--- src/rtl/median_filter_3x3_unit_assert.svh ---
// Assertion macros for the median filter RTL.
`ifndef MEDIAN_FILTER_3X3_UNIT_ASSERT_SVH
`define MEDIAN_FILTER_3X3_UNIT_ASSERT_SVH

`ifndef SYNTHESIS
`define MF3_ASSERT(lbl, clk, rst, prop, msg) \
  lbl: assert property (@(posedge clk) disable iff (rst) prop) else $error(msg);
`define MF3_ASSERT_RST(lbl, clk, prop, msg) \
  lbl: assert property (@(posedge clk) prop) else $error(msg);
`else
`define MF3_ASSERT(lbl, clk, rst, prop, msg)
`define MF3_ASSERT_RST(lbl, clk, prop, msg)
`endif

`endif

--- src/rtl/mf3_pkg.sv ---
package mf3_pkg;

  localparam int MAX_LINE  = 1024;
  localparam int MAX_LINES = 4096;
  localparam int MIN_DIM   = 3;

  localparam int PIX_W  = 8;
  localparam int COL_W  = $clog2(MAX_LINE);
  localparam int ROW_W  = $clog2(MAX_LINES);
  localparam int LEN_W  = 11;
  localparam int CNT_W  = 13;
  localparam int ADDR_W = 3;
  localparam int DATA_W = 32;

  localparam int WIN_SIZE     = 9;
  localparam int WIN_HIST     = 6;
  localparam int MID_IDX      = WIN_SIZE / 2;
  localparam int FIRST_ROUNDS = 2;
  localparam int LAST_ROUNDS  = 3;

  typedef enum logic [0:0] {
    REG_LINE_LENGTH = 1'b0,
    REG_LINE_COUNT  = 1'b1
  } cfg_reg_t;

  typedef logic [WIN_SIZE-1:0][PIX_W-1:0] win_t;

  typedef struct packed {
    logic [LEN_W-1:0] line_length;
    logic [CNT_W-1:0] line_count;
    logic             restart;
  } cfg_t;

  typedef struct packed {
    logic             valid;
    win_t             v;
    logic [ROW_W-1:0] row;
    logic [COL_W-1:0] col;
    logic             last;
  } stage_t;

  function automatic logic [LEN_W-1:0] clamp_len(logic [LEN_W-1:0] v);
    logic [LEN_W-1:0] res;
    if (v < LEN_W'(MIN_DIM)) begin
      res = LEN_W'(MIN_DIM);
    end else if (v > LEN_W'(MAX_LINE)) begin
      res = LEN_W'(MAX_LINE);
    end else begin
      res = v;
    end
    return res;
  endfunction

  function automatic logic [CNT_W-1:0] clamp_cnt(logic [CNT_W-1:0] v);
    logic [CNT_W-1:0] res;
    if (v < CNT_W'(MIN_DIM)) begin
      res = CNT_W'(MIN_DIM);
    end else if (v > CNT_W'(MAX_LINES)) begin
      res = CNT_W'(MAX_LINES);
    end else begin
      res = v;
    end
    return res;
  endfunction

  // Odd-even transposition rounds: an even phase then an odd phase each.
  function automatic win_t sort_rounds(win_t v_in, int unsigned rounds);
    win_t             v;
    logic [PIX_W-1:0] t;
    v = v_in;
    for (int r = 0; r < rounds; r++) begin
      for (int k = 0; k + 1 < WIN_SIZE; k += 2) begin
        if (v[k] > v[k+1]) begin
          t      = v[k];
          v[k]   = v[k+1];
          v[k+1] = t;
        end
      end
      for (int k = 1; k + 1 < WIN_SIZE; k += 2) begin
        if (v[k] > v[k+1]) begin
          t      = v[k];
          v[k]   = v[k+1];
          v[k+1] = t;
        end
      end
    end
    return v;
  endfunction

endpackage

--- src/rtl/mf3_sort.sv ---
`include "median_filter_3x3_unit_assert.svh"

module mf3_sort
  import mf3_pkg::*;
(
  input  logic             clk,
  input  logic             rst,
  input  stage_t           s2,
  output logic             advance,
  output logic             out_valid,
  input  logic             out_ready,
  output logic [PIX_W-1:0] median,
  output logic [ROW_W-1:0] row,
  output logic [COL_W-1:0] col,
  output logic             last_of_frame
);

  win_t sorted;

  assign advance = !out_valid || out_ready;
  assign sorted  = sort_rounds(s2.v, LAST_ROUNDS);

  always_ff @(posedge clk) begin
    if (rst) begin
      out_valid <= 1'b0;
    end else if (advance) begin
      out_valid <= s2.valid;
    end
  end

  always_ff @(posedge clk) begin
    if (advance) begin
      median        <= sorted[MID_IDX];
      row           <= s2.row;
      col           <= s2.col;
      last_of_frame <= s2.last;
    end
  end

  `MF3_ASSERT_RST(a_reset_empty, clk, rst |=> !out_valid, "result pending after reset")
  `MF3_ASSERT(a_interior_only, clk, rst, out_valid |-> (row != '0 && col != '0), "border position produced a result")

endmodule

--- config.mk ---
export PLATFORM = sky130hd
export DESIGN_NAME = mf3_sort
export DESIGN_NICKNAME = d
export VERILOG_FILES = /design/src/rtl/mf3_pkg.sv /design/src/rtl/mf3_sort.sv
export VERILOG_INCLUDE_DIRS = /design/src /design/src/rtl
export SDC_FILE = /design/constraint.sdc
export NUM_CORES = 1
export LEC_CHECK = 0
export BUFFER_PORTS_ARGS = -buffer_cell sky130_fd_sc_hd__buf_2
export CORE_AREA = 2 2 128 130
export CTS_CLUSTER_SIZE = 20
export DETAILED_ROUTE_END_ITERATION = 7
export DIE_AREA = 0 0 130 132
export MAX_ROUTING_LAYER = met4
export PLACE_DENSITY = 0.72
export SETUP_SLACK_MARGIN = 0.5
export SLEW_MARGIN = 0
export SYNTH_ARGS = -nofsm -noshare
export SYNTH_HDL_FRONTEND = slang
export SYNTH_SLANG_ARGS = --single-unit
--- constraint.sdc ---
create_clock -name clk -period 22.6 [get_ports clk]
set_input_delay 4.52 -clock clk [delete_from_list [all_inputs] [get_ports clk]]
set_output_delay 4.52 -clock clk [all_outputs]
set_load 0.1 [all_outputs]
==> results.md <==
* H-tree levels at 2
* Reg area at 951 um2
* Number of global-route vias before repair at 6886
* Post-synth top cells: 124 x ha_1, 121 x inv_1, 104 x mux2i_1
* CP top delay family: compound AO/OA/AOI/OAI gates
* Crit. End Element: flop
* Clock slew at reported path FFs at 0.05 ns
* Most frequent cell after synthesis: ha_1
* Tightest Hold Check Type: flop to flop
* Syn Inst Count at 958
* Post-synth cell types at 87
* Cell Area, Synth at 7750 um2
* Layout Nets at 1306
* Row count at 46
* Synth-to-Final Area Change at 13.1%
* Synth warnings at 0
* Asr flop ratio synth at 0
* Syn_nets at 1181
* Share of the yosys chip area belonging to registers at 0.123
* Starting Density at 0.493
* Diode count at 0
* Post-synthesis simple-gate area fraction at 0.151
* Die area at 17200 um2
* Port buffer count at 131
* Setup_tns at 0 ns
* #FFs+latches synth at 32
* Slowest-stage cell, CP: o21ai_0
* Max Cap Viol at 0
* Tightest Pin Transition at 0.990 ns
* Layout cells sized above 1 at 0.202
* Number of endpoints failing setup at the final stage at 0
* Crit path time final at 17.55 ns
* Mux share of post-synthesis cell area at 0.188
* Die Y at 132 um
* DR WL/cell at 14.9 um
* Post-synth top area cell: ha_1
* Core area at 15700 um2
* Status: finished clean
* Rel. slew slack at 0.333
* Endpoints failing hold at 0
* Number of buffers and inverters on the critical path at 7
* Worst endpoint data arrival time at 17.64 ns
* Number of fill cells at 1514
* CTS buffer count at 5
* WP data required at 22.70 ns
* CTS Buffer Depth at 2
* RSZ-0062 raised after global routing: false
* Gpl congestion at 0.935
* Crit Path Class: input pin to flop
* Initial antenna violation count at 0
* CTS tree: built
* Number of synthesized flops with an enable pin at 31
* Root Driver: clkbuf_16
* Clock skew at 0.00128 ns
* Clock sink count at 32
* Most used DFF post-synth: edfxtp_1
* Number of gates resized after cts at 0
* Fmax at 0.0570 GHz
* Multi-input combinational cell area at 6250 um2
* IO Count at 132
* Top cells by area, synth: ha_1 20%, mux2i_1 13%, edfxtp_1 12%, inv_1 5.9%, a21oi_1 5.2%
* Synth Area in Adders at 0.203
* DRT Wirelength at 19.4 mm
* All-Layer GR Usage at 0.229
* DRC Markers at 0
* Largest family of logic cells by synthesized area: compound AO/OA/AOI/OAI gates
* GRT overflow at 0
* Crit Path Max Fanout at 18
* Vias at 7407
* Clk Latency, worst-skew pair at 0.27 ns
* CP startpoint kind: input pin
* Synth Area in XOR/XNOR at 0.00904
* Final ANT Viol Nets at 0
* Hold_buf cts at 0
* Post-CTS Setup Repair Bufs at 0
* HPWL after DPL at 16.7 mm
* Largest net degree at the start of global routing at 33
* Pre-Repair DR Iteration Count at 5
* Via density per instance at 5.70
* First DRT Iteration DRCs at 493
* Max stage delay on crit path at 0.59 ns
* Die width at 130 um
* Synthesized area per cell at 8.09 um2
* First-pass GRT wire length at 31.9 mm
* Final Max Tran Viols at 0
* Fin crit share at 0.776
* Compound-cell area share of the yosys netlist at 0.254
* Post-synth top area share at 0.200
==> tightest hold or removal path, cell delays in order (launching register included) <==
cell,delay (ns)
dfxtp_1,0.32
nand2b_1,0.06
buf_4,0.26
==> per-layer routing <==
metal,track usage,routed length [um],up-vias
li1,-,-,3816
met1,0.304,9080,3425
met2,0.394,9540,150
met3,0.00974,586,16
met4,0.0323,172,0
met5,-,0,-
==> per-stage QoR <==
stage                     cell area, um2  utilization  std cells  worst slack, ns  hold slack (ns)
after floorplan                     7750            -        958             6.25             2.43
after global placement              8640        0.550       1292             5.48            0.847
after detailed placement            8640        0.550       1292             5.02            0.858
after CTS                           8770        0.558       1299             5.29            0.869
after global routing                8770        0.558       1299             3.92            0.916
final                               8770        0.558       1299             5.05            0.854
==> cell type report <==
| cell class | count | share of cell area |
|---|---|---|
| Inverter | 121 | 0.0518 |
| Clock buffer | 5 | 0.0143 |
| Multi-Input combinational cell | 785 | 0.713 |
| Sequential cell | 32 | 0.108 |
| Clock inverter | 2 | 0.000856 |
| Timing Repair Buffer | 138 | 0.0808 |
| Tap cell | 216 | 0.0308 |
==> placed cells by master (no fill, tap or decap), types with 5 or more instances in the layout <==
master     count
a21boi_0       6
o21ai_0       46
a211oi_1       5
o211ai_1      17
mux2i_1      104
nor3_1         8
o221ai_2       8
and4_1         6
buf_4          7
nand2_1       52
xnor2_1        7
mux2_2        32
a31oi_1        6
edfxtp_1      31
nand4_1       15
a21oi_1       79
nand2b_1      10
inv_1        121
a21o_1        25
ha_1         124
o21a_1        13
and2_1         7
buf_2        131
nor2_1        76
nor2b_1       11
and3_1         6
o21ai_1        8
clkbuf_16      5
nand3_1       21
==> path summary, 6_finish.rpt <==
| path | start | end | slack (ns) | cells after the start |
|---|---|---|---|---|
| hold / removal | out_valid | median[5] | 0.85 | 2 |
| setup / recovery | s2[64] | median[4] | 5.05 | 57 |
| hold reg to reg | out_valid | median[5] | 0.85 | 2 |
| setup reg to reg | out_valid | col[3] | 21.52 | 2 |
==> kinds of logic after synthesis <==
group / Yosys count
compound gates: 278
xor+xnor: 8
fa+ha+maj: 126
buf+inv: 141
flops: 32
mux: 140
simple gates: 233
==> flip-flops by register name, summed over array words and instances, names as in the netlist <==
| register | cells |
|---|---|
| out_valid | 1 |
| col | 10 |
| median | 8 |
| row | 12 |
| last_of_frame | 1 |
Power is not shown: default switching activity piles up to over one toggle a cycle in this logic, so the estimate is an artifact.
