File: config.mk
export PLATFORM = sky130hd
export DESIGN_NAME = mf3_cfg
export DESIGN_NICKNAME = d
export VERILOG_FILES = /design/src/rtl/median_filter_3x3_unit_assert.svh /design/src/rtl/mf3_pkg.sv /design/src/rtl/mf3_cfg.sv
export SDC_FILE = /design/constraint.sdc
export NUM_CORES = 1
export LEC_CHECK = 0
export BUFFER_PORTS_ARGS = -buffer_cell sky130_fd_sc_hd__buf_2
export CAP_MARGIN = 20
export CORE_AREA = 2 2 64 66
export DETAILED_ROUTE_END_ITERATION = 6
export DIE_AREA = 0 0 66 68
export PLACE_DENSITY = 0.74
export SLEW_MARGIN = 20
export SYNTH_ARGS = -nofsm -noshare
export SYNTH_HDL_FRONTEND = slang
export SYNTH_SLANG_ARGS = --single-unit
File: constraint.sdc
create_clock -name clk -period 1 [get_ports clk]
set_input_delay 0.1 -clock clk [delete_from_list [all_inputs] [get_ports clk]]
set_output_delay 0.1 -clock clk [all_outputs]
set_load 0.05 [all_outputs]
File: src/rtl/median_filter_3x3_unit_assert.svh
// Assertion macros for the median filter RTL.
`ifndef MEDIAN_FILTER_3X3_UNIT_ASSERT_SVH
`define MEDIAN_FILTER_3X3_UNIT_ASSERT_SVH

`ifndef SYNTHESIS
`define MF3_ASSERT(lbl, clk, rst, prop, msg) \
  lbl: assert property (@(posedge clk) disable iff (rst) prop) else $error(msg);
`define MF3_ASSERT_RST(lbl, clk, prop, msg) \
  lbl: assert property (@(posedge clk) prop) else $error(msg);
`else
`define MF3_ASSERT(lbl, clk, rst, prop, msg)
`define MF3_ASSERT_RST(lbl, clk, prop, msg)
`endif

`endif

File: src/rtl/mf3_pkg.sv
package mf3_pkg;

  localparam int MAX_LINE  = 1024;
  localparam int MAX_LINES = 4096;
  localparam int MIN_DIM   = 3;

  localparam int PIX_W  = 8;
  localparam int COL_W  = $clog2(MAX_LINE);
  localparam int ROW_W  = $clog2(MAX_LINES);
  localparam int LEN_W  = 11;
  localparam int CNT_W  = 13;
  localparam int ADDR_W = 3;
  localparam int DATA_W = 32;

  localparam int WIN_SIZE     = 9;
  localparam int WIN_HIST     = 6;
  localparam int MID_IDX      = WIN_SIZE / 2;
  localparam int FIRST_ROUNDS = 2;
  localparam int LAST_ROUNDS  = 3;

  typedef enum logic [0:0] {
    REG_LINE_LENGTH = 1'b0,
    REG_LINE_COUNT  = 1'b1
  } cfg_reg_t;

  typedef logic [WIN_SIZE-1:0][PIX_W-1:0] win_t;

  typedef struct packed {
    logic [LEN_W-1:0] line_length;
    logic [CNT_W-1:0] line_count;
    logic             restart;
  } cfg_t;

  typedef struct packed {
    logic             valid;
    win_t             v;
    logic [ROW_W-1:0] row;
    logic [COL_W-1:0] col;
    logic             last;
  } stage_t;

  function automatic logic [LEN_W-1:0] clamp_len(logic [LEN_W-1:0] v);
    logic [LEN_W-1:0] res;
    if (v < LEN_W'(MIN_DIM)) begin
      res = LEN_W'(MIN_DIM);
    end else if (v > LEN_W'(MAX_LINE)) begin
      res = LEN_W'(MAX_LINE);
    end else begin
      res = v;
    end
    return res;
  endfunction

  function automatic logic [CNT_W-1:0] clamp_cnt(logic [CNT_W-1:0] v);
    logic [CNT_W-1:0] res;
    if (v < CNT_W'(MIN_DIM)) begin
      res = CNT_W'(MIN_DIM);
    end else if (v > CNT_W'(MAX_LINES)) begin
      res = CNT_W'(MAX_LINES);
    end else begin
      res = v;
    end
    return res;
  endfunction

  // Odd-even transposition rounds: an even phase then an odd phase each.
  function automatic win_t sort_rounds(win_t v_in, int unsigned rounds);
    win_t             v;
    logic [PIX_W-1:0] t;
    v = v_in;
    for (int r = 0; r < rounds; r++) begin
      for (int k = 0; k + 1 < WIN_SIZE; k += 2) begin
        if (v[k] > v[k+1]) begin
          t      = v[k];
          v[k]   = v[k+1];
          v[k+1] = t;
        end
      end
      for (int k = 1; k + 1 < WIN_SIZE; k += 2) begin
        if (v[k] > v[k+1]) begin
          t      = v[k];
          v[k]   = v[k+1];
          v[k+1] = t;
        end
      end
    end
    return v;
  endfunction

endpackage

File: src/rtl/mf3_cfg.sv
module mf3_cfg
  import mf3_pkg::*;
(
  input  logic              clk,
  input  logic              rst,
  input  logic              psel,
  input  logic              penable,
  input  logic              pwrite,
  input  logic [ADDR_W-1:0] paddr,
  input  logic [DATA_W-1:0] pwdata,
  output logic [DATA_W-1:0] prdata,
  output logic              pready,
  output cfg_t              cfg
);

  logic [LEN_W-1:0] line_length;
  logic [CNT_W-1:0] line_count;
  logic             restart;
  logic             wr;
  cfg_reg_t         sel;

  assign pready  = 1'b1;
  assign wr      = psel && penable && pwrite;
  assign sel     = cfg_reg_t'(paddr[2]);
  assign restart = wr;

  always_ff @(posedge clk) begin
    if (rst) begin
      line_length <= LEN_W'(MAX_LINE);
      line_count  <= CNT_W'(1024);
    end else begin
      if (wr) begin
        unique case (sel)
          REG_LINE_LENGTH: line_length <= clamp_len(pwdata[LEN_W-1:0]);
          REG_LINE_COUNT:  line_count  <= clamp_cnt(pwdata[CNT_W-1:0]);
          default: ;
        endcase
      end
    end
  end

  always_comb begin
    unique case (sel)
      REG_LINE_LENGTH: prdata = DATA_W'(line_length);
      REG_LINE_COUNT:  prdata = DATA_W'(line_count);
      default:         prdata = '0;
    endcase
  end

  // counters restart on write; config written only while idle is up to the user
  assign cfg.line_length = line_length;
  assign cfg.line_count  = line_count;
  assign cfg.restart     = restart;

endmodule

==> impl_metrics.env <==
export IMPL_outcome="finished with violations"
export IMPL_violations="setup timing"
export IMPL_final_area_um2=2110
export IMPL_hold_viol=0
export IMPL_ys_seq_elements=24
export IMPL_p_per_area_nw_per_um2=1080
export IMPL_holdBufCountCts=0
export IMPL_grt_overflow=0
export IMPL_power_share_sequential_pct=42.9
export IMPL_grt_pass1_wl_um=5500
export IMPL_avgSynthCellArea_um2=8.66
export IMPL_wire_per_inst_um=12.5
export IMPL_die_y_um=68
export IMPL_clockPowerShare_pct=33.6
export IMPL_drive_gt1_share_pct=57.2
export IMPL_grt_pass1_vias=1183
export IMPL_place_hpwl_um=2550
export IMPL_min_path_type="in2reg"
export IMPL_worstHoldEndpoint="line_length[0]"
export IMPL_antenna_found_initial=0
export IMPL_crit_required_ns=0.90
export IMPL_combPwrFrac_pct=23.5
export IMPL_ctsRootBufferMaster="clkbuf_8"
export IMPL_cts_tree="yes"
export IMPL_io_buffers=56
export IMPL_dpl_cell_count=266
export IMPL_clk_latency_ns=0.26
export IMPL_r2r_cells=3
export IMPL_fmax_ghz=0.881
export IMPL_rows=23
export IMPL_cts_buffers=3
export IMPL_synthCells=154
export IMPL_drv_slew=0
export IMPL_viasPerCell=4.61
export IMPL_maxCapViolCount=0
export IMPL_track_usage_pct=15.8
export IMPL_area_delta_synth_final_pct=57.9
export IMPL_critPathMaxFanout=3
export IMPL_num_nets_final=270
export IMPL_syn_area_um2=1330
export IMPL_yosysTopAreaCell="dfxtp_1"
export IMPL_num_vias=1286
export IMPL_vdd_drop_max_v=0.000527
export IMPL_fp_dieW_um=66
export IMPL_hold_path_depth=3
export IMPL_synth_area_leaders="dfxtp_1 36%, buf_4 13%, nand3b_1 9.6%"
export IMPL_htreeDepth=1
export IMPL_crit_path_end_kind="output pin"
export IMPL_drt_pass1_iter_count=4
export IMPL_core_area_um2=3860
export IMPL_gp_congestion=0.784
export IMPL_clk_pin_slew_ns=0.09
export IMPL_ys_warn_count=0
export IMPL_internal_power_uw=1560
export IMPL_yosysSeqAreaShare_pct=36.0
export IMPL_start_util_pct=34.6
export IMPL_setup_violations=11
export IMPL_io_pins=98
export IMPL_cts_sinks=24
export IMPL_finalCritPeriodShare_pct=114
export IMPL_holdWs_ns=0.101
export IMPL_synth_top_area_share_pct=36.0
export IMPL_final_setup_skew_ns=0
export IMPL_setup_slack_ns=-0.135
export IMPL_p_switching_uw=712
export IMPL_min_from="pwdata[0]"
export IMPL_r2r_start="line_length[0]"
export IMPL_cts_buffer_depth=2
export IMPL_regToRegEndpoint="line_length[0]"
export IMPL_layout_cells_non_filler=279
export IMPL_rsz0062_at_grt="yes"
export IMPL_drc=0
export IMPL_synth_cell_type_count=29
export IMPL_antenna_cells=0
export IMPL_wirelength_um=3470
export IMPL_min_period_ns=1.14
export IMPL_worstSetupStartpointType="flop"
export IMPL_drt_iter0_markers=47
export IMPL_p_sw_share_pct=31.3
export IMPL_dieArea_um2=4490
export IMPL_place_area_um2=1770
export IMPL_ant_nets=0
export IMPL_grt_max_degree=17
export IMPL_power_leakage_uw=0.000942
export IMPL_crit_type="reg2out"
export IMPL_r2r_setup_slack_ns=0.17
export IMPL_utilization_pct=54.6
export IMPL_worstPathArrival_ns=1.04
## stage by stage
stage	power (uW)	worst slack, ns	setup TNS [ns]
after floorplan	1420	-0.0835	-0.0835
after global placement	1500	-0.119	-1.51
after detailed placement	1500	-0.105	-1.69
after CTS	2280	-0.132	-1.21
after global routing	2360	-0.157	-1.55
final	2280	-0.135	-1.17
## registers in the layout, summed over array words and instances, names as in the netlist
name,cells
line_count,13
line_length,11
## critical path: stages (launching register included)
cell and delay, ns:
dfxtp_2 0.35, mux2_2 0.27, buf_6 0.15
## timing repair
action                                  4_1_cts  5_1_grt
endpoints found under the hold margin         0        0
buffers inserted                              7        2
pin swaps                                     1        0
endpoints found under the setup margin       15       25
resized for setup                            53       16
## synth_stat cells, drive strengths merged
master and instances:
dfxtp 24, nand2 22, and4 1, a211o 1, clkbuf 6, nor4 3, mux2i 2, buf 25
nand4b 1, and4b 1, o21bai 1, nand4 2, inv 2, and2 2, conb 2, nor2 2
a21oi 20, or3 1, mux2 9, nor2b 2, and3 1, o32ai 2, o22ai 2, nor3b 1
o21ai 2, nand3b 17
## power groups by stage
stage,registers (uW),logic [uW],clock network (uW)
after floorplan,1050,371,0
after global placement,1000,498,0
after detailed placement,1000,500,0
after CTS,977,530,768
after global routing,980,565,812
final,978,534,764
## final cells by class
cell class | instances | area (um^2)
fill | 370 | 1750
timing repair buffer | 84 | 707
tap | 50 | 62.6
clock buffer | 4 | 66.3
inverter | 2 | 10.0
multi-input combinational | 115 | 747
sequential | 24 | 513
## routing by layer
metal	part of all wire, %	vias up	wire, um	global-route usage (%)
li1	-	647	-	-
met2	49	54	1710	27.1
met1	43	583	1510	20.3
met5	0	-	0	0
met3	6.8	2	235	2.80
met4	0.52	0	18	4.59
## cells in the final DEF, fill, tap and decap left out, drive strengths merged, types with 3 or more instances in the layout
master  netlist  routed
nand3b       17      17
mux2          9       9
clkbuf        6      12
buf          25      76
nand2        22      22
a21oi        20      20
nor4          3       3
dfxtp        24      24
conb          2      20
## kinds of logic (layout without fill, tap and decap cells)
family	count (synthesis)	count (layout)	synth area share, %
AO/OA/AOI/OAI	28	28	12.3
buffers and inverters	33	90	16.4
flip-flops	24	24	36.0
multiplexers	11	11	9.10
other	2	20	0.563
AND/OR/NAND/NOR	56	56	25.6
## worst max-delay path by stage
stage | startpoint | to | slack [ns] | cells past startpoint
after CTS | line_length[6] | prdata[6] | -0.13 | 2
after floorplan | line_count[0] | prdata[0] | -0.08 | 2
final | line_length[6] | prdata[6] | -0.14 | 2
after detailed placement | paddr[2] | line_count[9] | -0.11 | 5
after global routing | line_count[2] | prdata[2] | -0.16 | 2
after global placement | paddr[2] | line_count[4] | -0.12 | 5
No activity file was read; power rests on OpenSTA's default activity.
